[config.mk]
export PLATFORM = sky130hd
export DESIGN_NAME = ltt_ctrl
export DESIGN_NICKNAME = d
export VERILOG_FILES = /design/src/design/ltt_pkg.sv /design/src/design/ltt_ctrl.sv
export SDC_FILE = /design/constraint.sdc
export NUM_CORES = 1
export LEC_CHECK = 0
export ABC_CLOCK_PERIOD_IN_PS = 4900
export BUFFER_PORTS_ARGS = -buffer_cell sky130_fd_sc_hd__buf_2
export CAP_MARGIN = 10
export CORE_AREA = 3 3 209 211
export DETAILED_ROUTE_END_ITERATION = 10
export DIE_AREA = 0 0 212 214
export SYNTH_ARGS = -nofsm -noshare
export SYNTH_HDL_FRONTEND = slang
export SYNTH_SLANG_ARGS = --single-unit
[constraint.sdc]
create_clock -name clk_i -period 4.9 [get_ports clk_i]
set_input_delay 0.49 -clock clk_i [delete_from_list [all_inputs] [get_ports clk_i]]
set_output_delay 0.49 -clock clk_i [all_outputs]
set_load 0.005 [all_outputs]
[src/design/ltt_pkg.sv]
// shared types and constants of the 3x3 local threshold block
package ltt_pkg;

  localparam int unsigned PIX_W    = 8;
  localparam int unsigned MODE_W   = 2;
  localparam int unsigned WIDTH_W  = 11;
  localparam int unsigned HEIGHT_W = 16;
  localparam int unsigned LEVEL_W  = 8;
  localparam int unsigned CFG_W    = 16;
  localparam int unsigned IDX_W    = 2;
  localparam int unsigned ROW_W    = 17;
  localparam int unsigned LINE_W   = 2 * PIX_W;

  // rows beyond this behave alike for every height
  localparam logic [ROW_W-1:0] ROW_SAT = 17'd65537;

  localparam logic [MODE_W-1:0]   MODE_RST   = 2'd0;
  localparam logic [WIDTH_W-1:0]  WIDTH_RST  = 11'd640;
  localparam logic [HEIGHT_W-1:0] HEIGHT_RST = 16'd480;
  localparam logic [LEVEL_W-1:0]  LEVEL_RST  = 8'd110;

  localparam logic [PIX_W-1:0] BLACK = 8'd0;
  localparam logic [PIX_W-1:0] WHITE = 8'd255;

  localparam logic OP_PIXEL = 1'b0;
  localparam logic OP_DRAIN = 1'b1;

  typedef enum logic [MODE_W-1:0] {
    MODE_GAUSS  = 2'd0,
    MODE_MEAN   = 2'd1,
    MODE_GLOBAL = 2'd2
  } mode_e;

  typedef enum logic [IDX_W-1:0] {
    REG_MODE   = 2'd0,
    REG_WIDTH  = 2'd1,
    REG_HEIGHT = 2'd2,
    REG_LEVEL  = 2'd3
  } reg_e;

  // position of one transaction in the frame
  typedef struct packed {
    logic emit;
    logic last;
    logic first;
    logic mid_ok;
    logic top_ok;
  } ltt_pos_t;

  typedef logic [2:0][PIX_W-1:0] ltt_col_t;

endpackage

[src/design/ltt_ctrl.sv]
// raster position tracking, frame end detection and line store addressing
module ltt_ctrl #(
  parameter int unsigned MAX_WIDTH = 1024
) (
  input  logic                                  clk_i,
  input  logic                                  rst_ni,
  input  logic                                  accept_i,
  input  logic                                  operation_i,
  input  logic [ltt_pkg::PIX_W-1:0]             pixel_i,
  input  logic [ltt_pkg::WIDTH_W-1:0]           width_i,
  input  logic [ltt_pkg::HEIGHT_W-1:0]          height_i,
  output logic [$clog2(MAX_WIDTH)-1:0]          addr_o,
  output ltt_pkg::ltt_pos_t                     pos_o,
  output logic [ltt_pkg::PIX_W-1:0]             bot_o
);

  localparam int unsigned AW = $clog2(MAX_WIDTH);
  localparam int unsigned WW = $clog2(MAX_WIDTH + 1);
  localparam int unsigned CW = WW + ltt_pkg::HEIGHT_W;
  localparam int unsigned RW = ltt_pkg::ROW_W;

  logic [WW-1:0] w_eff;
  logic [ltt_pkg::HEIGHT_W-1:0] h_eff;
  logic [RW-1:0] h_ext;
  logic [CW-1:0] total_d, total_q;
  logic [WW-1:0] col_d, col_q;
  logic [RW-1:0] row_d, row_q;
  logic [CW-1:0] cnt_d, cnt_q;
  logic          wrap;
  logic [WW-1:0] c;
  logic [RW-1:0] r;
  logic          bot_ok;
  logic [CW:0]   cnt_inc;
  ltt_pkg::ltt_pos_t pos;

  always_comb begin
    if (width_i == '0) begin
      w_eff = WW'(1);
    end else if (32'(width_i) > MAX_WIDTH) begin
      w_eff = WW'(MAX_WIDTH);
    end else begin
      w_eff = WW'(width_i);
    end
    h_eff   = (height_i == '0) ? ltt_pkg::HEIGHT_W'(1) : height_i;
    h_ext   = RW'(h_eff);
    total_d = CW'(w_eff) * CW'(h_eff);
  end

  always_comb begin
    wrap = (col_q >= w_eff);
    c    = wrap ? '0 : col_q;
    if (wrap && (row_q != ltt_pkg::ROW_SAT)) begin
      r = row_q + RW'(1);
    end else begin
      r = row_q;
    end
    bot_ok     = (r < h_ext);
    pos.mid_ok = (r >= RW'(1)) && ((r - RW'(1)) < h_ext);
    pos.top_ok = (r >= RW'(2)) && ((r - RW'(2)) < h_ext);
    pos.first  = (c == '0);
    pos.emit   = pos.first ? (r >= RW'(2)) : (r >= RW'(1));
    cnt_inc    = {1'b0, cnt_q} + (CW + 1)'(1);
    pos.last   = pos.emit && (cnt_inc >= {1'b0, total_q});

    if (pos.last) begin
      col_d = '0;
      row_d = '0;
      cnt_d = '0;
    end else begin
      col_d = c + WW'(1);
      row_d = r;
      cnt_d = pos.emit ? cnt_inc[CW-1:0] : cnt_q;
    end
  end

  // product of the clamped sizes, refreshed every cycle, and the raster position, advanced on accept
  always_ff @(posedge clk_i or negedge rst_ni) begin
    if (!rst_ni) begin
      total_q <= '0;
      col_q   <= '0;
      row_q   <= '0;
      cnt_q   <= '0;
    end else begin
      total_q <= total_d;
      if (accept_i) begin
        col_q <= col_d;
        row_q <= row_d;
        cnt_q <= cnt_d;
      end
    end
  end

  assign addr_o = c[AW-1:0];
  assign pos_o  = pos;
  assign bot_o  = ((operation_i == ltt_pkg::OP_DRAIN) || !bot_ok) ? '0 : pixel_i;

  a_row_bounded: assert property (@(posedge clk_i) disable iff (!rst_ni)
    row_q <= ltt_pkg::ROW_SAT)
    else $error("row index beyond saturation");

  a_frame_restart: assert property (@(posedge clk_i) disable iff (!rst_ni)
    accept_i && pos.last |=> (col_q == '0) && (row_q == '0) && (cnt_q == '0))
    else $error("position not cleared after frame end");

endmodule

==> results.ini, run 1 <==
[cells_and_area]
final_cell_mix = buf_4 (267), inv_1 (207), nand2_1 (177)
layout_commonest_cell = buf_4
antenna_cells = 0
multi_input_area_sq_um = 10350
syn2layout_area_growth_pct = 37.82
regArea_sq_um = 2052
fin_cells = 2362
drive_gt1_share_pct = 32.14
nets = 2139
fillCellCount = 3986

[power_and_ir_drop]
vdd_drop_max_v = 0.0002377
internal-power_uw = 4754
p_leak_uw = 0.008372
clockPowerShare_pct = 8.2
p_seq_share_pct = 12.8
switching_share_pct = 44.95
power_density_nw_per_um2 = 499.6
p_sw_uw = 3882
total_power_uw = 8637
p_comb_share_pct = 79.0

[drt]
wl_mm = 37.66
dr.pass1.iters = 5
drcViolationCount = 0
num_vias = 11274
first_iter_violations = 661
drt-vias-per-instance = 4.773
wire_per_inst_microns = 15.94
postRouteAntennaNets = 0

[sta]
finalHoldViolations = 0
setup_ws_ns = -0.6253
fmax_mhz = 181.0
slew_viol_final = 0
tns_ns = -5.965
slew_headroom_pct = 35.44
finalCritPeriodShare_pct = 112.8
finClkSkew_ns = 0.009589
rsz0062_at_grt = yes
setup_viol = 24
fin_crit_ns = 5.525
tightest_slew_ns = 0.9684

[run]
cap_violations = 0

[floorplanning]
io_pins = 62
start_util_pct = 29.90
die_y_microns = 214
num_rows = 75
die_width_microns = 212
core_sq_um = 41950
die-area_sq_um = 45370

[cts]
cts_made_buffers = 9
cts.clk_slew.worst_paths_ns = 0.06
clockBufferDepth = 2
tritoncts = yes
clk_latency_ns = 0.36
clock_sinks = 82
root_buffer = clkbuf_16
cts_hold_buffers = 0
htreeDepth = 3

[hold_path]
hold_class = in2async

[synth]
synth_warnings = 0
async_reset_ff_share_pct = 100.0
synthCells = 1488
syn_avg_cell_area_sq_um = 8.430
synth_top_area_share_pct = 19.95
ys.flop_type = dfrtp_1
synth-edff-count = 0
yosysSeqAreaShare_pct = 16.36
syn_area_sq_um = 12540
synthTopCellsByArea = fa_1 (20%), dfrtp_1 (16%), ha_1 (16%)
ys_types = 82
synth_seq_cells = 82
yosysTopAreaCell = fa_1
synth.net_count = 1809

[critical_path]
r2r-start = cnt_q[0]
crit_path_max_incr_delay_ns = 0.54
slowest_stage = fa_1
cp-end-kind = flop
crit_required_ns = 5.18
rr_worst_depth = 17
worstPathArrival_ns = 5.80
cp-startpoint = height_i[4]
cpLargestDelayFamily = adder cells
crit_type = in2reg
cp.depth = 21
crit_buf_inv = 3
cpMostUsedCell = fa_1
critical_path_peak_fanout = 3
crit_chain = buf_12 > nor4_4 > a41oi_2 > inv_2 > nand2_2 > fa_1 > fa_1 > fa_1 > fa_1 > fa_1 > inv_2 > ha_4 > or2_4 > o32ai_4 > o21bai_2 > nor2_2 > o31ai_2 > or4_4 > a31o_2 > a21oi_2 > xnor2_1
worstSetupStartpointType = primary input

[placed_design]
dp_hpwl_mm = 30.17
gp_congestion = 0.9199
dp_worst_setup_slack_ns = -1.423
dp.cells = 2292
io_buffers = 61

[run_status]
violations = negative setup slack
status = finished with violations

[grt]
grt_usage_pct = 16.75
grt_max_degree = 60
grt_overflow = 0
antenna_found_initial = 0
grt_pass1_vias = 11837
grt_pass1_wl_mm = 61.34

[final timing paths]
check	to	slack [ns]
max	total_q[26]	-0.63
min	col_q[9]	0.04
max reg2reg	col_q[4]	0.46
min reg2reg	cnt_q[18]	0.52
max in group asynchronous	total_q[11]	3.80
min in group clk_i	total_q[0]	0.50
[what timing repair did]
item / in CTS / in global routing
buffers inserted: 43 / 18
gates resized for setup: 161 / 62
setup endpoints to repair: 26 / 28
pin swaps: 87 / 69
[flip-flops by register name (all words and copies together), names as in the netlist]
signal,count
cnt_q,27
col_q,11
row_q,17
total_q,27
[layer usage]
metal | track usage (%) | vias to the layer above | wire (microns)
met3 | 2.431 | 57 | 1430
met1 | 21.78 | 5469 | 16760
met4 | 4.153 | 0 | 846
met2 | 29.15 | 221 | 18610
li1 | - | 5527 | -
met5 | 0 | - | 0
[final cells by class]
class | instances | area share, %
Timing Repair Buffer | 370 | 17.37
Clock inverter | 4 | 0.2895
Clock buffer | 12 | 1.484
Inverter | 229 | 5.190
Tap cell | 539 | 3.901
Sequential cell | 82 | 11.87
Multi-Input combinational cell | 1126 | 59.89
[worst register-to-register path, cell delays in order, from the launching register on]
cell       delay (ns)
dfrtp_1          0.45
and3_1           0.19
nand3_1          0.12
or2_1            0.37
xnor2_2          0.19
ha_1             0.32
a2111oi_0        0.40
nand2_1          0.11
a31oi_1          0.15
o21ai_0          0.18
a311oi_1         0.31
o22ai_1          0.16
o41a_1           0.42
o41a_1           0.22
buf_4            0.19
buf_4            0.15
o31ai_1          0.27
a22o_1           0.19
[metrics by stage]
step,hold slack [ns],util [%],cell area (sq um)
after floorplan,0.1944,-,12860
after global placement,0.4260,37.12,15570
after detailed placement,0.4296,37.12,15570
after CTS,0.03978,40.21,16870
after global routing,0.05764,41.21,17290
final,0.03768,41.21,17290
[power by group through the flow]
stage / clock [uW] / combinational (uW) / sequential [uW]
4_1_cts: 726 / 6480 / 1100
3_5_place_dp: 0 / 5840 / 1100
5_1_grt: 746 / 7550 / 1140
3_3_place_gp: 0 / 5730 / 1100
6_report: 708 / 6830 / 1100
2_1_floorplan: 0 / 3710 / 1050
[kinds of logic after synthesis]
group | share of synthesized area (%)
simple gates | 19.83
compound gates | 12.36
flops | 16.36
mux | 0.7980
xor+xnor | 6.344
buf+inv | 8.698
fa+ha+maj | 35.61
[synth_stat cells (all sizes together), types with 8 or more instances]
cell type	count
inv	223
dfrtp	82
fa	125
nor3	31
nor4	18
clkbuf	39
xnor2	66
nand3	30
nand4	13
a21oi	44
nor3b	10
nor2	145
and3	15
o21ai	64
nand2b	30
o31ai	9
nand2	187
a21o	13
o21a	10
o22ai	15
nor2b	24
a211oi	8
buf	12
ha	157
a22o	8
xor2	21
No activity file was read; power rests on OpenSTA's default activity.
==> run 2, diff against run 1 <==
ABC_CLOCK_PERIOD_IN_PS = 5420   (was 4900)
clock period = 5.42 ns   (was 4.9 ns; I/O delays follow)
==> run 2 against run 1 <==
The run still ends with negative setup slack left; combinational power is 18% lower; core utilization is 1.7 points lower; critical path depth increased by 5; clock power fell by 11%; die area unchanged; worst setup slack gained 0.43 ns; critical endpoint is now pos_o[1]; highest routed layer unchanged.
==> results.ini, run 2 (synthesis results as in run 1) <==
[cells_and_area]
syn2layout_area_growth_pct = 32.07
fin_cells = 2320  ; -1.8%
nets = 2098  ; -1.9%
reg.largest.list = cnt_q (27), total_q (27), row_q (17)
final_core_util_pct = 39.49  ; -1.7 points
drive_gt1_share_pct = 28.69  ; -3.5 points
layout_commonest_cell = buf_4
final_cell_mix = buf_4 (252), inv_1 (207), nand2_1 (178)
fillCellCount = 4079  ; +2.3%
antenna_cells = 0  ; unchanged

[placed_design]
io_buffers = 61  ; unchanged
dp.cells = 2254  ; -1.7%
dp_hpwl_mm = 29.38  ; -2.6%
gp_congestion = 0.9533  ; +3.6%

[sta]
finClkSkew_ns = 0.01103  ; +0.001442 ns
finalCritPeriodShare_pct = 103.7
fin_crit_ns = 5.620
rsz0062_at_grt = yes
slew_viol_final = 0  ; unchanged
finalHoldViolations = 0  ; unchanged
setup_ws_ns = -0.1996  ; +0.4257 ns
slew_headroom_pct = 38.54  ; +3.1 points
tns_ns = -0.5358  ; +5.429 ns
worst_hold_slack_ns = 0.08895  ; +0.05127 ns
setup_viol = 5  ; -79%
fmax_mhz = 177.9
tightest_slew_ns = 0.9219  ; -0.04655 ns

[power_and_ir_drop]
vdd_drop_max_v = 0.0002012  ; -15%
total_power_uw = 7211  ; -17%
power_density_nw_per_um2 = 435.3  ; -13%
p_leak_uw = 0.008082  ; -3.5%

[grt]
grtUsageMet1_pct = 21.94  ; +0.16 points
grt_overflow = 0  ; unchanged
antenna_found_initial = 0  ; unchanged
grt_usage_pct = 15.95  ; -0.79 points
grt_pass1_vias = 11469  ; -3.1%
grtUsageMet2_pct = 26.86  ; -2.3 points
grt_max_degree = 62  ; +3.3%
grt_pass1_wl_mm = 58.94  ; -3.9%
top_usage_layer = met2
use_met3_pct = 1.216  ; -1.2 points

[critical_path]
slowest_stage = a2111oi_4
worstSetupStartpointType = primary input
crit_buf_inv = 8  ; +5
cp-end-kind = output pin
crit_type = in2out
worstPathArrival_ns = 5.08  ; -0.72 ns
crit_path_max_incr_delay_ns = 0.34  ; -0.20 ns
crit_required_ns = 4.88  ; -0.30 ns
cpMostUsedCell = buf_4
critical_path_peak_fanout = 7  ; +4
cpLargestDelayFamily = simple AND/OR/NAND/NOR gates

[floorplanning]
die_width_microns = 212  ; unchanged
io_pins = 62  ; unchanged
num_rows = 75  ; unchanged
die-area_sq_um = 45370  ; unchanged
die_y_microns = 214  ; unchanged
core_sq_um = 41950  ; unchanged
start_util_pct = 29.90  ; unchanged

[cts]
root_buffer = clkbuf_16
tritoncts = yes
cts_hold_buffers = 0  ; unchanged
clock_sinks = 82  ; unchanged
cts.clk_slew.worst_paths_ns = 0.07  ; about the same
clockBufferDepth = 2  ; unchanged
cts_made_buffers = 9  ; unchanged
htreeDepth = 3  ; unchanged
clk_latency_ns = 0.35  ; about the same

[run]
cap_violations = 0  ; unchanged

[run_status]
violations = negative setup slack
status = finished with violations

[drt]
wl_mm = 36.46  ; -3.2%
drcViolationCount = 0  ; unchanged
wire_per_inst_microns = 15.72  ; -1.4%
first_iter_violations = 705  ; +6.7%
num_vias = 11130  ; -1.3%
postRouteAntennaNets = 0  ; unchanged
drt-vias-per-instance = 4.797  ; +0.51%
dr.pass1.iters = 5  ; unchanged

[hold_path]
hold_class = in2async

## run 2: cell count changes in the layout (fill, tap and decap cells not counted), moves of 8 or more
cell     delta
a21oi_1    +11
a21oi_2     -8
buf_12     -13
buf_4      -15
buf_6      -12
## run 2: final timing paths
kind / endpoint / slack (ns) / startpoint / cells after the start
min in group clk_i: cnt_q[10] / 0.52 / cnt_q[10] / 2
max in group asynchronous: total_q[10] / 4.23 / rst_ni / 2
setup / recovery: pos_o[1] / -0.20 / width_i[10] / 26
hold reg to reg: cnt_q[10] / 0.52 / cnt_q[10] / 2
setup reg to reg: col_q[5] / 0.98 / cnt_q[0] / 16
hold / removal: row_q[11] / 0.09 / rst_ni / 1
## run 2: final cells by class
| cell class | count | area, sq um | area share (%) |
|---|---|---|---|
| Clock buffer | 10 | 239.0 | 1.443 |
| Sequential cell | 82 | 2052 | 12.39 |
| Clock inverter | 5 | 63.81 | 0.3852 |
| Multi-Input combinational cell | 1126 | 10150 | 61.30 |
| Inverter | 229 | 882.1 | 5.325 |
| Timing Repair Buffer | 329 | 2500 | 15.09 |
| Tap cell | 539 | 674.4 | 4.071 |
## run 2: stage by stage
stage / setup WS, ns / instance area [sq um]
after floorplan: -0.3402 / 12820
after global placement: -0.8409 / 15140
after detailed placement: -0.8377 / 15140
after CTS: -0.1864 / 15950
after global routing: -0.4163 / 16570
final: -0.1996 / 16570
## run 2: repair_timing
item | CTS | global route
buffers inserted | 32 | 21
pin swaps | 48 | 77
gates resized for setup | 72 | 103
endpoints found under the hold margin | 0 | 0
setup endpoints to repair | 19 | 20
## run 2: metal layers
metal | wire length [microns] | up-vias
met5 | 0 | -
met3 | 1236 | 40
met1 | 16850 | 5388
met2 | 17610 | 244
met4 | 766 | 0
li1 | - | 5458
## run 2: power by group
group	internal, uW	switching [uW]	total (uW)
clock	370	257	627
sequential	813	183	997
combinational	2740	2850	5590
==> run 3, diff against run 2 <==
ABC_CLOCK_PERIOD_IN_PS = 6300   (was 5420)
GPL_ROUTABILITY_DRIVEN = 0   (was not set)
SETUP_SLACK_MARGIN = 0.2   (was not set)
clock period = 6.3 ns   (was 5.42 ns; I/O delays follow)
==> run 3 against run 2 <==
Register-to-register slack improved by 0.62 ns; first-iteration DRC count shrank 17%; worst hold slack worse by 0.0012 ns; global-route usage shrank 0.68 points; largest power group unchanged; cell area down 9.7%; non-clock buffer count is 132 lower; clock skew grew 0.0035 ns; wire length shrank 5.6%; sequential power is 14% lower; critical path depth is 5 lower; die area did not move; core utilization fell by 3.8 points; the flow now finishes without violations; largest cell class unchanged; critical endpoint is now total_q[26].
==> results.ini, run 3 (synthesis results as in run 1) <==
[cts]
root_buffer = clkbuf_16
cts_made_buffers = 9  ; unchanged
clock_sinks = 82  ; unchanged
clockBufferDepth = 2  ; unchanged
cts_hold_buffers = 0  ; unchanged
tritoncts = yes
htreeDepth = 3  ; unchanged
clk_latency_ns = 0.37  ; +0.02 ns
cts.clk_slew.worst_paths_ns = 0.07  ; about the same

[sta]
finClkSkew_ns = 0.01450  ; +0.003473 ns
worst_hold_slack_ns = 0.08775  ; -0.001200 ns
finalHoldViolations = 0  ; unchanged
slew_headroom_pct = 33.11  ; -5.4 points
rsz0062_at_grt = yes
setup_ws_ns = 0.3897  ; +0.5893 ns
tightest_slew_ns = 1.003  ; +0.08141 ns
fmax_mhz = 169.2
finalCritPeriodShare_pct = 93.81
setup_viol = 0  ; -5
slew_viol_final = 0  ; unchanged
fin_crit_ns = 5.910

[floorplanning]
die-area_sq_um = 45370  ; unchanged
start_util_pct = 29.90  ; unchanged
die_width_microns = 212  ; unchanged
num_rows = 75  ; unchanged
die_y_microns = 214  ; unchanged
io_pins = 62  ; unchanged
core_sq_um = 41950  ; unchanged

[grt]
grt_max_degree = 72  ; +16%
grt_overflow = 0  ; unchanged
grt_pass1_vias = 10968  ; -4.4%
grt_pass1_wl_mm = 56.10  ; -4.8%
antenna_found_initial = 1  ; +1
grt_usage_pct = 15.28  ; -0.68 points

[cells_and_area]
layout_commonest_cell = inv_1
reg.largest.list = cnt_q (27), total_q (27), row_q (17)
final_area_sq_um = 14960  ; -9.7%
nets = 1966  ; -6.3%
syn2layout_area_growth_pct = 19.28
final_cell_mix = inv_1 (216), nand2_1 (184), ha_1 (155)
drive_gt1_share_pct = 19.09  ; -9.6 points
final_core_util_pct = 35.67  ; -3.8 points

[placed_design]
io_buffers = 61  ; unchanged
dp_worst_setup_slack_ns = -0.3118  ; +0.5258 ns
post_dp_cell_area_sq_um = 14250  ; -5.8%
dp_hpwl_mm = 28.32  ; -3.6%

[drt]
met1_length_mm = 15.38  ; -8.7%
met3WireLength_mm = 1.840  ; +49%
drt-vias-per-instance = 4.953  ; +3.2%
first_iter_violations = 582  ; -17%
dr.pass1.iters = 5  ; unchanged
wl_met2_mm = 16.01  ; -9.1%
num_vias = 10847  ; -2.5%
wire_per_inst_microns = 15.71  ; about the same
drcViolationCount = 0  ; unchanged
postRouteAntennaNets = 0  ; unchanged
dr.max_layer_used = met4
wl_mm = 34.40  ; -5.6%

[run_status]
status = completed

[critical_path]
crit_type = in2reg
rr_worst_depth = 18  ; +2
reg2reg_to = row_q[5]
critical_path_peak_fanout = 2  ; -5
worstSetupStartpointType = primary input
r2r_slack_ns = 1.60  ; +0.62 ns
worstPathArrival_ns = 6.20  ; +1.12 ns
crit_required_ns = 6.59  ; +1.71 ns
r2r-start = cnt_q[0]
cp-end-kind = flop

[power_and_ir_drop]
vdd_drop_max_v = 0.0001698  ; -16%
total_power_uw = 5551  ; -23%
p_leak_uw = 0.007298  ; -9.7%
power_density_nw_per_um2 = 371.0  ; -15%

[run]
cap_violations = 0  ; unchanged

[hold_path]
hold_class = in2async

==> run 3: changes by cell type in the layout (fill, tap and decap cells not counted), sizes merged <==
cell	delta
buf	-132
clkbuf	+2
bufinv	-1
inv	+2
clkinvlp	-2
diode	+1
==> run 3: worst max-delay path by stage <==
stage | startpoint | end | slack, ns | depth (start not counted)
global route | height_i[8] | total_q[26] | 0.16 | 22
detailed placement | height_i[3] | total_q[26] | -0.31 | 25
finish | height_i[2] | total_q[26] | 0.39 | 21
CTS | height_i[3] | total_q[26] | 0.20 | 25
global placement | height_i[8] | total_q[26] | -0.29 | 25
floorplan | width_i[6] | total_q[26] | 0.22 | 22
==> run 3: worst max-delay path, cell delays in order <==
cell	delay [ns]
buf_2	0.16
nor3_1	0.32
a41oi_4	0.21
inv_1	0.11
nand2_1	0.07
fa_1	0.50
fa_1	0.44
fa_1	0.58
fa_1	0.44
fa_1	0.54
inv_1	0.04
ha_1	0.20
or2_2	0.32
o32ai_4	0.30
o21bai_2	0.11
nor2_2	0.17
o31ai_1	0.12
or4_1	0.42
a31o_2	0.26
a21oi_2	0.14
xnor2_1	0.12
==> run 3: timing repair <==
| action | in CTS | in global routing |
|---|---|---|
| setup buffers | 0 | 17 |
| gates resized for setup | 8 | 65 |
| setup endpoints to repair | 2 | 8 |
| pin swaps | 0 | 22 |
==> run 3: where the power goes <==
part	switching (uW)	internal, uW	total (uW)
registers	158	702	860
clock network	237	292	528
logic	2270	1890	4160
==> run 3: through the flow <==
step | setup TNS [ns] | std cells
floorplan | 0 | 1488
global placement | -0.5126 | 2156
detailed placement | -0.6606 | 2156
CTS | 0 | 2172
global route | 0 | 2190
finish | 0 | 2190
==> run 3: final cells by class <==
| class | count | area (sq um) |
|---|---|---|
| Inverter | 229 | 867.1 |
| Fill cell | 4245 | 26980 |
| Clock buffer | 12 | 256.5 |
| Timing Repair Buffer | 197 | 1378 |
| Antenna cell | 1 | 2.502 |
| Tap cell | 539 | 674.4 |
| Multi-Input combinational cell | 1126 | 9698 |
| Clock inverter | 4 | 33.78 |
| Sequential cell | 82 | 2052 |
==> run 3: routing by layer <==
metal | vias up | GRT usage (%)
met3 | 53 | 3.207
met1 | 5344 | 20.37
met2 | 256 | 24.26
met4 | 0 | 5.872
li1 | 5194 | -
met5 | - | 0
