==> src/design/ltt_pkg.sv <==
// shared types and constants of the 3x3 local threshold block
package ltt_pkg;

  localparam int unsigned PIX_W    = 8;
  localparam int unsigned MODE_W   = 2;
  localparam int unsigned WIDTH_W  = 11;
  localparam int unsigned HEIGHT_W = 16;
  localparam int unsigned LEVEL_W  = 8;
  localparam int unsigned CFG_W    = 16;
  localparam int unsigned IDX_W    = 2;
  localparam int unsigned ROW_W    = 17;
  localparam int unsigned LINE_W   = 2 * PIX_W;

  // rows beyond this behave alike for every height
  localparam logic [ROW_W-1:0] ROW_SAT = 17'd65537;

  localparam logic [MODE_W-1:0]   MODE_RST   = 2'd0;
  localparam logic [WIDTH_W-1:0]  WIDTH_RST  = 11'd640;
  localparam logic [HEIGHT_W-1:0] HEIGHT_RST = 16'd480;
  localparam logic [LEVEL_W-1:0]  LEVEL_RST  = 8'd110;

  localparam logic [PIX_W-1:0] BLACK = 8'd0;
  localparam logic [PIX_W-1:0] WHITE = 8'd255;

  localparam logic OP_PIXEL = 1'b0;
  localparam logic OP_DRAIN = 1'b1;

  typedef enum logic [MODE_W-1:0] {
    MODE_GAUSS  = 2'd0,
    MODE_MEAN   = 2'd1,
    MODE_GLOBAL = 2'd2
  } mode_e;

  typedef enum logic [IDX_W-1:0] {
    REG_MODE   = 2'd0,
    REG_WIDTH  = 2'd1,
    REG_HEIGHT = 2'd2,
    REG_LEVEL  = 2'd3
  } reg_e;

  // position of one transaction in the frame
  typedef struct packed {
    logic emit;
    logic last;
    logic first;
    logic mid_ok;
    logic top_ok;
  } ltt_pos_t;

  typedef logic [2:0][PIX_W-1:0] ltt_col_t;

endpackage

==> src/design/ltt_window.sv <==
// line store read-back, 3x3 window, threshold decision and result register
module ltt_window #(
  parameter int unsigned MAX_WIDTH = 1024
) (
  input  logic                              clk_i,
  input  logic                              rst_ni,
  input  logic                              load_i,
  input  logic [$clog2(MAX_WIDTH)-1:0]      addr_i,
  input  ltt_pkg::ltt_pos_t                 pos_i,
  input  logic [ltt_pkg::PIX_W-1:0]         bot_i,
  input  logic [ltt_pkg::MODE_W-1:0]        mode_i,
  input  logic [ltt_pkg::LEVEL_W-1:0]       level_i,
  input  logic [ltt_pkg::LINE_W-1:0]        rdata_i,
  output logic                              ram_we_o,
  output logic [$clog2(MAX_WIDTH)-1:0]      ram_waddr_o,
  output logic [ltt_pkg::LINE_W-1:0]        ram_wdata_o,
  output logic                              free_o,
  output logic                              out_valid_o,
  input  logic                              out_stall_i,
  output logic [ltt_pkg::PIX_W-1:0]         binary_pixel_o,
  output logic                              frame_end_o
);

  localparam int unsigned AW = $clog2(MAX_WIDTH);
  localparam int unsigned PW = ltt_pkg::PIX_W;

  logic                        s1_valid_q;
  logic [AW-1:0]               s1_addr_q;
  ltt_pkg::ltt_pos_t           s1_pos_q;
  logic [PW-1:0]               s1_bot_q;
  logic                        fwd_hit_q;
  logic [ltt_pkg::LINE_W-1:0]  fwd_data_q;

  ltt_pkg::ltt_col_t lft_q, ctr_q, rgt_q;
  ltt_pkg::ltt_col_t new_col, right;

  logic                        out_valid_q;
  logic [PW-1:0]               out_pix_q;
  logic                        out_last_q;

  logic                        out_en;
  logic                        s1_go;
  logic [ltt_pkg::LINE_W-1:0]  line;
  logic [PW-1:0]               up_raw, md_raw;
  logic [PW-1:0]               x;
  logic [PW:0]                 gsum;
  logic [11:0]                 msum;
  logic [11:0]                 mthr;
  logic                        black;

  assign out_en = !out_valid_q || !out_stall_i;
  assign s1_go  = s1_valid_q && (!s1_pos_q.emit || out_en);
  assign free_o = !s1_valid_q || s1_go;

  // bypass for a read that met a write to the same column
  assign line   = fwd_hit_q ? fwd_data_q : rdata_i;
  assign up_raw = line[ltt_pkg::LINE_W-1:PW];
  assign md_raw = line[PW-1:0];

  assign ram_we_o    = s1_go;
  assign ram_waddr_o = s1_addr_q;
  assign ram_wdata_o = {md_raw, s1_bot_q};

  always_comb begin
    new_col[0] = s1_pos_q.top_ok ? up_raw : '0;
    new_col[1] = s1_pos_q.mid_ok ? md_raw : '0;
    new_col[2] = s1_bot_q;
    right      = s1_pos_q.first ? '0 : new_col;
    x          = rgt_q[1];

    gsum = (PW + 1)'(x >> 2)
         + (PW + 1)'(rgt_q[0] >> 3) + (PW + 1)'(rgt_q[2] >> 3)
         + (PW + 1)'(ctr_q[1] >> 3) + (PW + 1)'(right[1] >> 3)
         + (PW + 1)'(ctr_q[0] >> 4) + (PW + 1)'(right[0] >> 4)
         + (PW + 1)'(ctr_q[2] >> 4) + (PW + 1)'(right[2] >> 4);

    msum = 12'(ctr_q[0]) + 12'(ctr_q[1]) + 12'(ctr_q[2])
         + 12'(rgt_q[0]) + 12'(rgt_q[1]) + 12'(rgt_q[2])
         + 12'(right[0]) + 12'(right[1]) + 12'(right[2]);
    // x at least the floored mean when the sum stays below nine times x plus nine
    mthr = 12'({x, 3'b000}) + 12'(x) + 12'd9;

    unique case (mode_i)
      ltt_pkg::MODE_GAUSS: black = ((PW + 1)'(x) > gsum);
      ltt_pkg::MODE_MEAN:  black = (msum < mthr);
      default:             black = (x < level_i);
    endcase
  end

  always_ff @(posedge clk_i or negedge rst_ni) begin
    if (!rst_ni) begin
      s1_valid_q  <= 1'b0;
      fwd_hit_q   <= 1'b0;
      out_valid_q <= 1'b0;
      lft_q       <= '0;
      ctr_q       <= '0;
      rgt_q       <= '0;
    end else begin
      if (load_i) begin
        s1_valid_q <= 1'b1;
        fwd_hit_q  <= s1_go && (s1_addr_q == addr_i);
      end else if (s1_go) begin
        s1_valid_q <= 1'b0;
      end

      if (s1_go) begin
        if (s1_pos_q.last) begin
          lft_q <= '0;
          ctr_q <= '0;
          rgt_q <= '0;
        end else if (s1_pos_q.first) begin
          lft_q <= '0;
          ctr_q <= '0;
          rgt_q <= new_col;
        end else begin
          lft_q <= ctr_q;
          ctr_q <= rgt_q;
          rgt_q <= new_col;
        end
      end

      if (s1_go && s1_pos_q.emit) begin
        out_valid_q <= 1'b1;
      end else if (!out_stall_i) begin
        out_valid_q <= 1'b0;
      end
    end
  end

  always_ff @(posedge clk_i) begin
    if (load_i) begin
      s1_addr_q  <= addr_i;
      s1_pos_q   <= pos_i;
      s1_bot_q   <= bot_i;
      fwd_data_q <= {md_raw, s1_bot_q};
    end
    if (s1_go && s1_pos_q.emit) begin
      out_pix_q  <= black ? ltt_pkg::BLACK : ltt_pkg::WHITE;
      out_last_q <= s1_pos_q.last;
    end
  end

  assign out_valid_o    = out_valid_q;
  assign binary_pixel_o = out_pix_q;
  assign frame_end_o    = out_last_q;

  a_binary_only: assert property (@(posedge clk_i) disable iff (!rst_ni)
    out_valid_q |-> (out_pix_q == ltt_pkg::BLACK) || (out_pix_q == ltt_pkg::WHITE))
    else $error("result neither black nor white");

  a_window_cleared: assert property (@(posedge clk_i) disable iff (!rst_ni)
    s1_go && s1_pos_q.last |=> (lft_q == '0) && (ctr_q == '0) && (rgt_q == '0))
    else $error("window not cleared after frame end");

  a_stage_held: assert property (@(posedge clk_i) disable iff (!rst_ni)
    s1_valid_q && s1_pos_q.emit && out_valid_q && out_stall_i
      |=> s1_valid_q && $stable(s1_addr_q))
    else $error("window stage moved while result blocked");

endmodule
==> config.mk <==
export PLATFORM = sky130hd
export DESIGN_NAME = ltt_window
export DESIGN_NICKNAME = d
export VERILOG_FILES = /design/src/design/ltt_pkg.sv /design/src/design/ltt_window.sv
export SDC_FILE = /design/constraint.sdc
export NUM_CORES = 1
export LEC_CHECK = 0
export BUFFER_PORTS_ARGS = -buffer_cell sky130_fd_sc_hd__buf_2
export CAP_MARGIN = 30
export CELL_PAD_IN_SITES_DETAIL_PLACEMENT = 1
export CELL_PAD_IN_SITES_GLOBAL_PLACEMENT = 1
export CORE_ASPECT_RATIO = 0.6
export CORE_UTILIZATION = 34
export CTS_CLUSTER_DIAMETER = 100
export DETAILED_ROUTE_END_ITERATION = 8
export PLACE_DENSITY_LB_ADDON = 0.1
export SYNTH_ARGS = -nofsm -noshare
export SYNTH_HDL_FRONTEND = slang
export SYNTH_SLANG_ARGS = --single-unit
==> constraint.sdc <==
create_clock -name clk_i -period 12.75 [get_ports clk_i]
set_input_delay 2.55 -clock clk_i [delete_from_list [all_inputs] [get_ports clk_i]]
set_output_delay 2.55 -clock clk_i [all_outputs]
set_load 0.02 [all_outputs]
==> Implementation_results.wiki, run 1 <==
{| class="wikitable"
! Metric !! Value
|-
| Outcome || finished, final reports clean
|-
| Portion of total power attributed to the clock network || 19.2%
|-
| Via count normalized by instance count || 4.85
|-
| Smallest setup slack after layout || 5.27 ns
|-
| Max IR drop VDD || roughly 0.074 mV
|-
| Slew at the pin closest to its max-slew limit || 0.842 ns
|-
| Clock-pin slew on the worst setup and hold paths || ~0.07 ns
|-
| Final Hold Violating Endpoints || 0
|-
| Post_cts resized || 0
|-
| List of most frequent post-synthesis cells || sky130_fd_sc_hd__inv_1, sky130_fd_sc_hd__fa_1, sky130_fd_sc_hd__ha_1
|-
| Mapped Area || 7580 µm²
|-
| Core footprint || 21400 µm²
|-
| TritonCTS clock tree || yes
|-
| Count of port buffers added during placement || 90
|-
| Part of the Yosys area used for sequential elements || 33.1%
|-
| Slew Limit Headroom || 43.9%
|-
| Chip height || 118 µm
|-
| Top area cells in the synthesized netlist || sky130_fd_sc_hd__fa_1, sky130_fd_sc_hd__dfrtp_1, sky130_fd_sc_hd__edfxtp_1, sky130_fd_sc_hd__ha_1, sky130_fd_sc_hd__inv_1
|-
| Warning count from the yosys run || 0
|-
| Hold-fix buffer count after cts || 0
|-
| Number of clock buffers inserted by TritonCTS || 9
|-
| Portion of the clock cycle consumed by the worst path in the final layout || between 50 and 60%
|-
| Critical Path End Type || register
|-
| Max cap viols || 0
|-
| Final routed wire length divided by cell count || about 18 µm
|-
| Fraction of synthesis flops using an asynchronous set or reset pin || a little under three fifths
|-
| Vias in the first global route || approximately 6000
|-
| Initial antenna violation count || 0
|-
| Number of cell instances on the worst register-to-register path || 21
|-
| Detailed-route DRC error count || 0
|-
| Power density cells || between 150 and 200 nW/µm²
|-
| Filler cell count || approximately 2400
|-
| Path class of the lowest-slack min-delay path || reg -> reg
|-
| Maximum number of pins on one net before global-route repair || 65
|-
| CP required || 12.86 ns
|-
| Layout Area Growth over Synthesis || 13.3%
|-
| Cell with the most instances after synthesis || sky130_fd_sc_hd__inv_1
|-
| Routability congestion estimate from global placement || 0.803
|-
| Clock sink total || 92
|-
| Width of the chip || just under 200 µm
|-
| Maximum fanout count along the critical path || 2
|-
| Type of origin of the critical path || input pin
|-
| Post-CTS setup repair buffer count || 0
|-
| Cell type with the highest aggregate area in the netlist || sky130_fd_sc_hd__fa_1
|-
| First-pass GRT wire length || 32.8 mm
|-
| Antenna cells || 0
|-
| Predominant post-synthesis flop cell || sky130_fd_sc_hd__dfrtp_1
|-
| Net total in the final layout || between 1000 and 1500
|-
| Synthesized area per cell || 10.4 µm²
|-
| Switching Share || around two fifths
|-
| Category of the critical setup timing path || in -> reg
|-
| Maximum number of buffers from clock root to sink || 2
|-
| RSZ-0062 raised after global routing || false
|-
| Placed instance area || roughly 8300 µm²
|-
| Post-detailed-route count of antenna-violating nets || 0
|-
| Clock period minus final worst setup slack || 7.48 ns
|-
| Total global-route track usage || 18.5%
|-
| Worst Skew || 0.00839 ns
|-
| Number of cells produced by synthesis || roughly 730
|-
| Effective utilization at floorplan || 35.4%
|-
| Start of the worst register-to-register path || s1_pos_q[2]$_DFFE_PP_
|-
| Number of synthesized flops with an enable pin || 41
|-
| Clk root buf || sky130_fd_sc_hd__clkbuf_16
|-
| Area of the die || 22900 µm²
|-
| Overall routed net length || 20.0 mm
|-
| Flip-flop and latch count after synthesis || 92
|-
| Worst hold path cell count || 2
|-
| Number of placement rows || between 40 and 50
|-
| Area of all placed cells without fillers || 8590 µm²
|-
| Overall via count from detail_route || between 5000 and 6000
|-
| Number of pins exceeding their max-slew limit in the final report || 0
|-
| F_max || 134 MHz
|-
| Setup-violating endpoint count in the final report || 0
|-
| Pint || 0.000766 W
|-
| Total leakage power || 4.27 nW
|-
| CP startpoint || rdata_i[10]
|-
| DRC violation total after the first TritonRoute iteration || roughly 190
|-
| Detail Placement HPWL || 16.2 mm
|-
| Reported net switching power || 0.000552 W
|-
| Total congestion overflow after global routing || 0
|-
| Boundary pin count || 91
|-
| Unique masters post-synth || 58
|-
| Arrival time worst endpoint || 7.59 ns
|-
| Area fraction of the dominant cell type after synthesis || 19.5%
|-
| Sequential share of power || a little over a quarter
|-
| Proportion of layout cells with a drive suffix above 1 || 17.2%
|-
| Setup TNS after final layout || 0 ns
|-
| Clock Latency Late Sink || 0.35 ns
|-
| Pre-CTS worst setup slack || slightly below 5 ns
|-
| Synthesized Nets || 925
|-
| Part of the power in combinational logic || between 50 and 60%
|-
| Maximum level of the CTS H-tree || 3
|-
| Pre-antenna DRT Iters || 6
|-
| Start point of the worst min-delay path || ctr_q[16]$_DFFE_PN0P_
|}
worst max-delay path: stages:
cell,delay [ns]
sky130_fd_sc_hd__buf_2,0.10
sky130_fd_sc_hd__mux2_2,0.26
sky130_fd_sc_hd__nand3_1,0.11
sky130_fd_sc_hd__fa_1,0.44
sky130_fd_sc_hd__inv_1,0.08
sky130_fd_sc_hd__fa_1,0.44
sky130_fd_sc_hd__fa_1,0.54
sky130_fd_sc_hd__inv_1,0.06
sky130_fd_sc_hd__fa_1,0.54
sky130_fd_sc_hd__inv_1,0.05
sky130_fd_sc_hd__ha_1,0.22
sky130_fd_sc_hd__fa_1,0.40
sky130_fd_sc_hd__a21o_1,0.20
sky130_fd_sc_hd__a211oi_2,0.21
sky130_fd_sc_hd__nor2_1,0.10
sky130_fd_sc_hd__o41ai_2,0.23
sky130_fd_sc_hd__xnor2_1,0.16
sky130_fd_sc_hd__ha_1,0.26
sky130_fd_sc_hd__nor2b_1,0.13
sky130_fd_sc_hd__o21ai_0,0.12
sky130_fd_sc_hd__o311ai_0,0.14
sky130_fd_sc_hd__o221a_2,0.25
power by group through the flow:
stage / combinational, W / clock, W / sequential (W)
after floorplan: 0.000516 / 0 / 0.000363
final: 0.000703 / 0.000253 / 0.000361
after global placement: 0.000682 / 0 / 0.000366
after global routing: 0.000826 / 0.000272 / 0.000365
after CTS: 0.000717 / 0.000263 / 0.000362
after detailed placement: 0.000709 / 0 / 0.000368
layout make-up:
type / instances / area (µm²) / area share (%)
Tap cell: 279 / 349 / 4.07
Multi-Input combinational cell: 458 / 4360 / 50.8
Timing Repair Buffer: 97 / 528 / 6.15
Sequential cell: 92 / 2510 / 29.2
Inverter: 153 / 574 / 6.69
Clock inverter: 6 / 37.5 / 0.437
Clock buffer: 10 / 229 / 2.67
layout by cell type (no fill, tap or decap), types with 4 or more instances in the layout:
cell type and instances:
sky130_fd_sc_hd__inv_1 151, sky130_fd_sc_hd__buf_2 90, sky130_fd_sc_hd__fa_1 74, sky130_fd_sc_hd__ha_1 71
sky130_fd_sc_hd__o21ai_0 54, sky130_fd_sc_hd__dfrtp_1 51, sky130_fd_sc_hd__nand2_1 45, sky130_fd_sc_hd__edfxtp_1 41
sky130_fd_sc_hd__nand3_1 29, sky130_fd_sc_hd__xor2_1 22, sky130_fd_sc_hd__nor2_1 19, sky130_fd_sc_hd__xnor2_1 14
sky130_fd_sc_hd__mux2_2 13, sky130_fd_sc_hd__a21o_1 13, sky130_fd_sc_hd__a21oi_1 11, sky130_fd_sc_hd__nand2b_1 11
sky130_fd_sc_hd__clkbuf_16 9, sky130_fd_sc_hd__or3_1 6, sky130_fd_sc_hd__nand4_1 6, sky130_fd_sc_hd__o31ai_1 6
sky130_fd_sc_hd__nor2b_1 5, sky130_fd_sc_hd__nand3b_1 5, sky130_fd_sc_hd__nor3_1 5, sky130_fd_sc_hd__buf_4 5
sky130_fd_sc_hd__o21bai_1 4
logic make-up after synthesis:
group	after synthesis	share of synthesized area, %
AOI/OAI and AO/OA	111	9.52
xor gates and xnor gates	36	4.16
adders and majority gates	145	31.3
buffers and inverters	177	9.39
DFF	92	33.1
muxes	17	2.48
and+or+nand+nor	149	10.1
path summary, 6_finish.rpt:
kind	to	slack (ns)
max in group asynchronous	ctr_q[7]$_DFFE_PN0P_	9.91
min in group asynchronous	rgt_q[18]$_DFFE_PN0P_	2.33
hold / removal	ctr_q[16]$_DFFE_PN0P_	0.51
setup / recovery	binary_pixel_o[6]$_DFFE_PP_	5.27
setup reg to reg	binary_pixel_o[6]$_DFFE_PP_	6.15
hold reg to reg	ctr_q[16]$_DFFE_PN0P_	0.51
per-layer routing:
layer  vias up  GRT usage (%)  share of wire, %
li1       2541              -                 -
met1      2687           26.7                49
met2        64           29.2                46
met3        16           3.21               3.6
met4         0           3.64              0.98
met5         -              0                 0
through the flow:
stage               cells  util (%)  hold WS (ns)  power [W]
CTS                  1093      39.9         0.515    0.00134
floorplan             727         -         0.439   0.000879
detailed placement   1077      38.6         0.499    0.00108
finish               1095      40.0         0.509    0.00132
global route         1095      40.0         0.538    0.00146
global placement     1077      38.6         0.472    0.00105
registers in the layout (all words and copies together) (netlist names):
name	flops
ctr_q	24
fwd_hit_q	1
fwd_data_q	16
s1_bot_q	8
s1_pos_q	5
rgt_q	16
x	8
ram_waddr_o	10
s1_valid_q	1
binary_pixel_o	1
out_valid_o	1
frame_end_o	1
No activity file was read; power rests on OpenSTA's default activity.
==> run 2: changes to the inputs <==
clock period = 6.37 ns   (was 12.75 ns; I/O delays follow)
==> Implementation_results.wiki, run 2 (synthesis gave the netlist of run 1 again) <==
{| class="wikitable"
! Metric !! Value
|-
| Outcome || finished, final reports clean
|-
| Placed instance area || 8460 µm² (+2.2%)
|-
| Clk root buf || sky130_fd_sc_hd__clkbuf_16
|-
| Total congestion overflow after global routing || 0 (unchanged)
|-
| Maximum number of pins on one net before global-route repair || 65 (unchanged)
|-
| Boundary pin count || 91 (unchanged)
|-
| First-pass GRT wire length || 32.8 mm (unchanged)
|-
| Routability congestion estimate from global placement || 0.793 (-1.2%)
|-
| Detailed-route DRC error count || 0 (unchanged)
|-
| Clock Latency Late Sink || 0.36 ns (about the same)
|-
| Setup TNS after final layout || 0 ns (unchanged)
|-
| Worst hold margin || 0.508 ns (-0.000797 ns)
|-
| Cell with the biggest individual delay on the critical path || sky130_fd_sc_hd__fa_1
|-
| Net total in the final layout || 1033 (+2.4%)
|-
| Proportion of layout cells with a drive suffix above 1 || 20.5% (+3.3 points)
|-
| Smallest setup slack after layout || 0.266 ns (-5.01 ns)
|-
| Worst reg2reg setup slack || 0.51 ns (-5.64 ns)
|-
| Overall via count from detail_route || 5445 (+2.6%)
|-
| Power density cells || 314 nW/µm² (+100%)
|-
| Biggest register || ctr_q
|-
| Flip-flop count of the largest register, all copies and words added || 24 (unchanged)
|-
| Final routed wire length divided by cell count || 18.1 µm (-0.86%)
|-
| Slew at the pin closest to its max-slew limit || 0.736 ns (-0.106 ns)
|-
| TritonCTS clock tree || yes
|-
| RSZ-0062 raised after global routing || false
|-
| Layout Area Growth over Synthesis || 16.3%
|-
| Hold-fix buffer count after cts || 0 (unchanged)
|-
| Pwr Total || 0.00277 W (+110%)
|-
| Post-detailed-route count of antenna-violating nets || 0 (unchanged)
|-
| Area of the die || 22900 µm² (unchanged)
|-
| F_max || 164 MHz
|-
| Slew Limit Headroom || 50.9% (+7.0 points)
|-
| Clock period minus final worst setup slack || 6.10 ns
|-
| Chip height || 118 µm (unchanged)
|-
| Arrival time worst endpoint || 6.21 ns (-1.38 ns)
|-
| Type of origin of the critical path || input pin
|-
| Portion of the clock cycle consumed by the worst path in the final layout || approximately 96%
|-
| Total global-route track usage || 18.6% (+0.062 points)
|-
| Post-CTS setup repair buffer count || 0 (unchanged)
|-
| Total leakage power || 4.40 nW (+3.1%)
|-
| Most frequent standard cell in the layout excluding fill and tap cells || sky130_fd_sc_hd__inv_1
|-
| Regs by FF count || ctr_q: 24 flops, fwd_data_q: 16 flops, rgt_q: 16 flops
|-
| Maximum level of the CTS H-tree || 3 (unchanged)
|-
| Number of cell instances on the worst register-to-register path || 21 (unchanged)
|-
| Worst hold path cell count || 2 (unchanged)
|-
| Clock sink total || 92 (unchanged)
|-
| Top cell by count, worst path || sky130_fd_sc_hd__fa_1
|-
| Via count normalized by instance count || 4.87 (+0.38%)
|-
| Initial antenna violation count || 0 (unchanged)
|-
| Width of the chip || 195 µm (unchanged)
|-
| Number of pins exceeding their max-slew limit in the final report || 0 (unchanged)
|-
| Count of port buffers added during placement || 90 (unchanged)
|-
| Worst stage delay on the critical path || 0.55 ns (about the same)
|-
| Vias in the first global route || 5999 (-0.10%)
|-
| Final Hold Violating Endpoints || 0 (unchanged)
|-
| DRC violation total after the first TritonRoute iteration || 158 (-16%)
|-
| Maximum number of buffers from clock root to sink || 2 (unchanged)
|-
| Critical Path End Type || register
|-
| Maximum fanout count along the critical path || 2 (unchanged)
|-
| Area of all placed cells without fillers || 8810 µm² (+2.6%)
|-
| Start point of the worst min-delay path || ctr_q[16]$_DFFE_PN0P_
|-
| CP required || 6.48 ns (-6.38 ns)
|-
| Detail Placement HPWL || 16.6 mm (+2.6%)
|-
| Overall routed net length || 20.2 mm (+1.3%)
|-
| Max cap viols || 0 (unchanged)
|-
| Critical path's top delay family || adder cells
|-
| Category of the critical setup timing path || in -> reg
|-
| Path class of the lowest-slack min-delay path || reg -> reg
|-
| Number of clock buffers inserted by TritonCTS || 9 (unchanged)
|-
| Start of the worst register-to-register path || fwd_hit_q$_DFFE_PN0P_
|-
| Highest-count cells in the layout ignoring fill and taps || sky130_fd_sc_hd__inv_1, sky130_fd_sc_hd__buf_2, sky130_fd_sc_hd__fa_1, sky130_fd_sc_hd__ha_1, sky130_fd_sc_hd__o21ai_0
|-
| Max IR drop VDD || 0.136 mV (+84%)
|-
| WP buf/inv || 4 (unchanged)
|-
| Pre-antenna DRT Iters || 4 (-2)
|-
| Critical path, cell by cell || buf_2, mux2_2, nand3_1, fa_1, inv_1, fa_1, fa_1, inv_1, fa_1, inv_1, ha_1, fa_2, a21o_1, a211oi_2, nor2_2, o41ai_2, xnor2_1, ha_1, nor2b_1, o21ai_1, o311ai_1, o221a_2
|-
| Clock-pin slew on the worst setup and hold paths || 0.07 ns (about the same)
|-
| Antenna cells || 0 (unchanged)
|-
| Pre-CTS worst setup slack || -0.194 ns (-5.08 ns)
|-
| Number of placement rows || 41 (unchanged)
|-
| Terminating pin of the worst hold path || ctr_q[16]$_DFFE_PN0P_
|-
| Core footprint || 21400 µm² (unchanged)
|-
| End of the worst register-to-register path || binary_pixel_o[6]$_DFFE_PP_
|-
| Setup-violating endpoint count in the final report || 0 (unchanged)
|-
| Effective utilization at floorplan || 35.4% (unchanged)
|-
| Worst Skew || 0.00989 ns (+0.00150 ns)
|}
run 2: how the worst max path moves through the flow:
stage                 from                          end  depth (start not counted)
3_5_place_dp   rdata_i[10]  binary_pixel_o[6]$_DFFE_PP_                         22
4_1_cts        rdata_i[10]  binary_pixel_o[6]$_DFFE_PP_                         22
5_1_grt        rdata_i[10]  binary_pixel_o[6]$_DFFE_PP_                         22
2_1_floorplan   rdata_i[2]  binary_pixel_o[6]$_DFFE_PP_                         21
3_3_place_gp   rdata_i[10]  binary_pixel_o[6]$_DFFE_PP_                         22
6_report       rdata_i[10]  binary_pixel_o[6]$_DFFE_PP_                         22
run 2: what timing repair did:
item	4_1_cts	5_1_grt
gates resized for setup	0	7
endpoints found under the hold margin	0	0
endpoints found under the setup margin	0	1
run 2: power breakdown:
group	internal, W	switching, W	total (W)
Sequential	0.000669	0.0000416	0.000711
Clock	0.000307	0.000251	0.000558
Combinational	0.000655	0.000842	0.00150
run 2: area by class of cell:
type                            instances  area [µm²]
Inverter                              153         574
Sequential cell                        92        2510
Timing Repair Buffer                  121         708
Tap cell                              279         349
Clock buffer                            9         225
Multi-Input combinational cell        458        4370
Clock inverter                          7        73.8
Fill cell                            2404       12600
run 2: through the flow:
| stage | std cells | utilization (%) |
|---|---|---|
| global route | 1119 | 41.1 |
| finish | 1119 | 41.1 |
| CTS | 1117 | 40.9 |
| floorplan | 727 | - |
| global placement | 1101 | 39.5 |
| detailed placement | 1101 | 39.5 |
run 2: routing by layer:
layer / vias up / global-route usage [%] / share of wire, %
met5: - / 0 / 0
met1: 2777 / 27.1 / 50
met4: 0 / 2.81 / 0.52
li1: 2592 / - / -
met3: 10 / 3.27 / 3.6
met2: 66 / 29.3 / 46
run 2: worst min-delay path: stages (launching register included):
cell and delay [ns]:
sky130_fd_sc_hd__dfrtp_1 0.36, sky130_fd_sc_hd__nand2_1 0.06, sky130_fd_sc_hd__nand2_1 0.05
==> run 3: changes to the inputs <==
BUFFER_PORTS_ARGS = unset   (was -buffer_cell sky130_fd_sc_hd__buf_2)
CORE_MARGIN = 4   (was unset)
DONT_BUFFER_PORTS = 1   (was unset)
clock period = 7.69 ns   (was 6.37 ns; I/O delays follow)
==> Implementation_results.wiki, run 3 (synthesis gave the netlist of run 1 again) <==
{| class="wikitable"
! Metric !! Value
|-
| Post-detailed-route count of antenna-violating nets || 0 (unchanged)
|-
| Via count normalized by instance count || 4.94 (+1.6%)
|-
| Area of the die || 24800 µm² (+8.3%)
|-
| Slew Limit Headroom || 44.1% (-6.8 points)
|-
| Overall via count from detail_route || 4979 (-8.6%)
|-
| Vias in the first global route || 5473 (-8.8%)
|-
| F_max || 158 MHz
|-
| Setup TNS after final layout || 0 ns (unchanged)
|-
| Layout Area Growth over Synthesis || 7.31%
|-
| Detail Placement HPWL || 15.9 mm (-4.7%)
|-
| Path class of the lowest-slack min-delay path || reg -> reg
|-
| Worst Skew || 0.00734 ns (-0.00256 ns)
|-
| Power density cells || 262 nW/µm² (-17%)
|-
| Antenna cells || 0 (unchanged)
|-
| Core footprint || 21400 µm² (unchanged)
|-
| Maximum level of the CTS H-tree || 3 (unchanged)
|-
| Maximum fanout count along the critical path || 4 (+2)
|-
| Clock sink total || 92 (unchanged)
|-
| Setup-violating endpoint count in the final report || 0 (unchanged)
|-
| Most frequent standard cell in the layout excluding fill and tap cells || sky130_fd_sc_hd__inv_1
|-
| Width of the chip || 201 µm (+3.1%)
|-
| Post-CTS setup repair buffer count || 0 (unchanged)
|-
| Overall routed net length || 19.2 mm (-4.9%)
|-
| Total leakage power || 3.92 nW (-11%)
|-
| Number of placement rows || 41 (unchanged)
|-
| Maximum number of pins on one net before global-route repair || 65 (unchanged)
|-
| Detailed-route DRC error count || 0 (unchanged)
|-
| Total global-route track usage || 16.0% (-2.5 points)
|-
| Post-layout utilization of the core || 37.9% (-3.2 points)
|-
| Final Hold Violating Endpoints || 0 (unchanged)
|-
| Routability congestion estimate from global placement || 0.781 (-1.4%)
|-
| Flip-flop count of the largest register, all copies and words added || 24 (unchanged)
|-
| Pre-antenna DRT Iters || 4 (unchanged)
|-
| Chip height || 124 µm (+5.1%)
|-
| Arrival time worst endpoint || 6.45 ns (+0.24 ns)
|-
| TritonCTS clock tree || yes
|-
| Max cap viols || 0 (unchanged)
|-
| Total congestion overflow after global routing || 0 (unchanged)
|-
| Max IR drop VDD || 0.131 mV (-3.8%)
|-
| Critical Path End Type || register
|-
| Count of port buffers added during placement || 0 (-100%)
|-
| Top cell by count, worst path || sky130_fd_sc_hd__fa_1
|-
| Proportion of layout cells with a drive suffix above 1 || 7.01% (-13 points)
|-
| Cell with the biggest individual delay on the critical path || sky130_fd_sc_hd__fa_1
|-
| First-pass GRT wire length || 30.9 mm (-5.8%)
|-
| Effective utilization at floorplan || 35.4% (unchanged)
|-
| Filler cell count || 2381 (-0.96%)
|-
| Clock period minus final worst setup slack || 6.34 ns
|-
| Maximum number of buffers from clock root to sink || 2 (unchanged)
|-
| CP required || 7.80 ns (+1.32 ns)
|-
| Clock-pin slew on the worst setup and hold paths || 0.07 ns (about the same)
|-
| Portion of the clock cycle consumed by the worst path in the final layout || 82.5%
|-
| Net total in the final layout || 921 (-11%)
|-
| Post_cts resized || 0 (unchanged)
|-
| Critical path, cell by cell || mux2_2, nand2_1, fa_1, inv_1, fa_1, fa_1, inv_1, fa_1, inv_1, ha_1, fa_1, a21o_1, a211oi_2, nor2_1, o41ai_2, xnor2_1, ha_1, nor2b_1, o21ai_0, o311ai_0, o221a_2
|-
| Category of the critical setup timing path || in -> reg
|-
| RSZ-0062 raised after global routing || false
|-
| Boundary pin count || 91 (unchanged)
|-
| Initial antenna violation count || 0 (unchanged)
|-
| Regs by FF count || ctr_q: 24 flops, fwd_data_q: 16 flops, rgt_q: 16 flops
|-
| Number of clock buffers inserted by TritonCTS || 9 (unchanged)
|-
| Highest-count cells in the layout ignoring fill and taps || sky130_fd_sc_hd__inv_1, sky130_fd_sc_hd__fa_1, sky130_fd_sc_hd__ha_1, sky130_fd_sc_hd__o21ai_0, sky130_fd_sc_hd__dfrtp_1
|-
| Worst stage delay on the critical path || 0.53 ns (-0.02 ns)
|-
| Number of pins exceeding their max-slew limit in the final report || 0 (unchanged)
|-
| Outcome || finished, final reports clean
|-
| Clk root buf || sky130_fd_sc_hd__clkbuf_16
|-
| Slew at the pin closest to its max-slew limit || 0.839 ns (+0.103 ns)
|-
| DRC violation total after the first TritonRoute iteration || 206 (+30%)
|-
| Clock Latency Late Sink || 0.35 ns (about the same)
|-
| Hold-fix buffer count after cts || 0 (unchanged)
|-
| Type of origin of the critical path || input pin
|-
| Final routed wire length divided by cell count || 19.1 µm (+5.7%)
|-
| Biggest register || ctr_q
|}
run 3: changes by cell type in the layout (fill, tap and decap cells not counted), sizes merged:
cell      previous run  this run
clkinv               3         4
clkinvlp             1         0
clkbuf               9        12
buf                121         9
bufinv               1         0
inv                155       153
run 3: per-layer routing:
layer | vias up | track usage, % | share of wire (%)
met2 | 63 | 25.6 | 46
li1 | 2366 | - | -
met4 | 0 | 2.71 | 0.59
met5 | - | 0 | 0
met3 | 7 | 3.30 | 3.5
met1 | 2543 | 23.2 | 50
run 3: final timing paths:
kind / start / endpoint / slack [ns] / depth (start not counted)
worst max-delay path: rdata_i[2] / binary_pixel_o[6]$_DFFE_PP_ / 1.35 / 21
worst min-delay path: ctr_q[8]$_DFFE_PN0P_ / ctr_q[8]$_DFFE_PN0P_ / 0.51 / 2
worst max register to register: fwd_hit_q$_DFFE_PN0P_ / binary_pixel_o[6]$_DFFE_PP_ / 1.47 / 21
worst min register to register: ctr_q[8]$_DFFE_PN0P_ / ctr_q[8]$_DFFE_PN0P_ / 0.51 / 2
max in group asynchronous: rst_ni / ctr_q[7]$_DFFE_PN0P_ / 6.67 / 0
min in group asynchronous: rst_ni / x[3]$_DFFE_PN0P_ / 0.88 / 0
run 3: power by group:
part / internal, W / switching, W
Clock: 0.000220 / 0.000194
Combinational: 0.000476 / 0.000635
Sequential: 0.000555 / 0.0000508
run 3: through the flow:
step	cells	total power, W	hold WS, ns	cell area [µm²]	worst slack [ns]
CTS	1007	0.00218	0.515	8140	1.33
detailed placement	991	0.00175	0.500	7870	0.955
global placement	991	0.00171	0.473	7870	0.973
global route	1007	0.00236	0.530	8140	1.13
finish	1007	0.00213	0.508	8140	1.35
floorplan	727	0.00146	0.439	7580	1.20
run 3: final cells by class:
| type | count | area, µm² | share of cell area [%] |
|---|---|---|---|
| clock buffer | 12 | 236 | 2.91 |
| clock inverter | 4 | 26.3 | 0.323 |
| inverter | 153 | 574 | 7.06 |
| multi-input combinational | 458 | 4360 | 53.6 |
| sequential | 92 | 2510 | 30.8 |
| tap | 279 | 349 | 4.29 |
| timing repair buffer | 9 | 80.1 | 0.984 |
run 3: worst max-delay path: cells and delay by family:
| family | cells | cell delay (ns) |
|---|---|---|
| adder cells (fa/ha/maj) | 7 | 2.75 |
| AND/OR/NAND/NOR | 3 | 0.33 |
| AO/OA/AOI/OAI | 6 | 1.17 |
| multiplexers | 1 | 0.33 |
| buffers and inverters | 3 | 0.18 |
| XOR/XNOR | 1 | 0.16 |
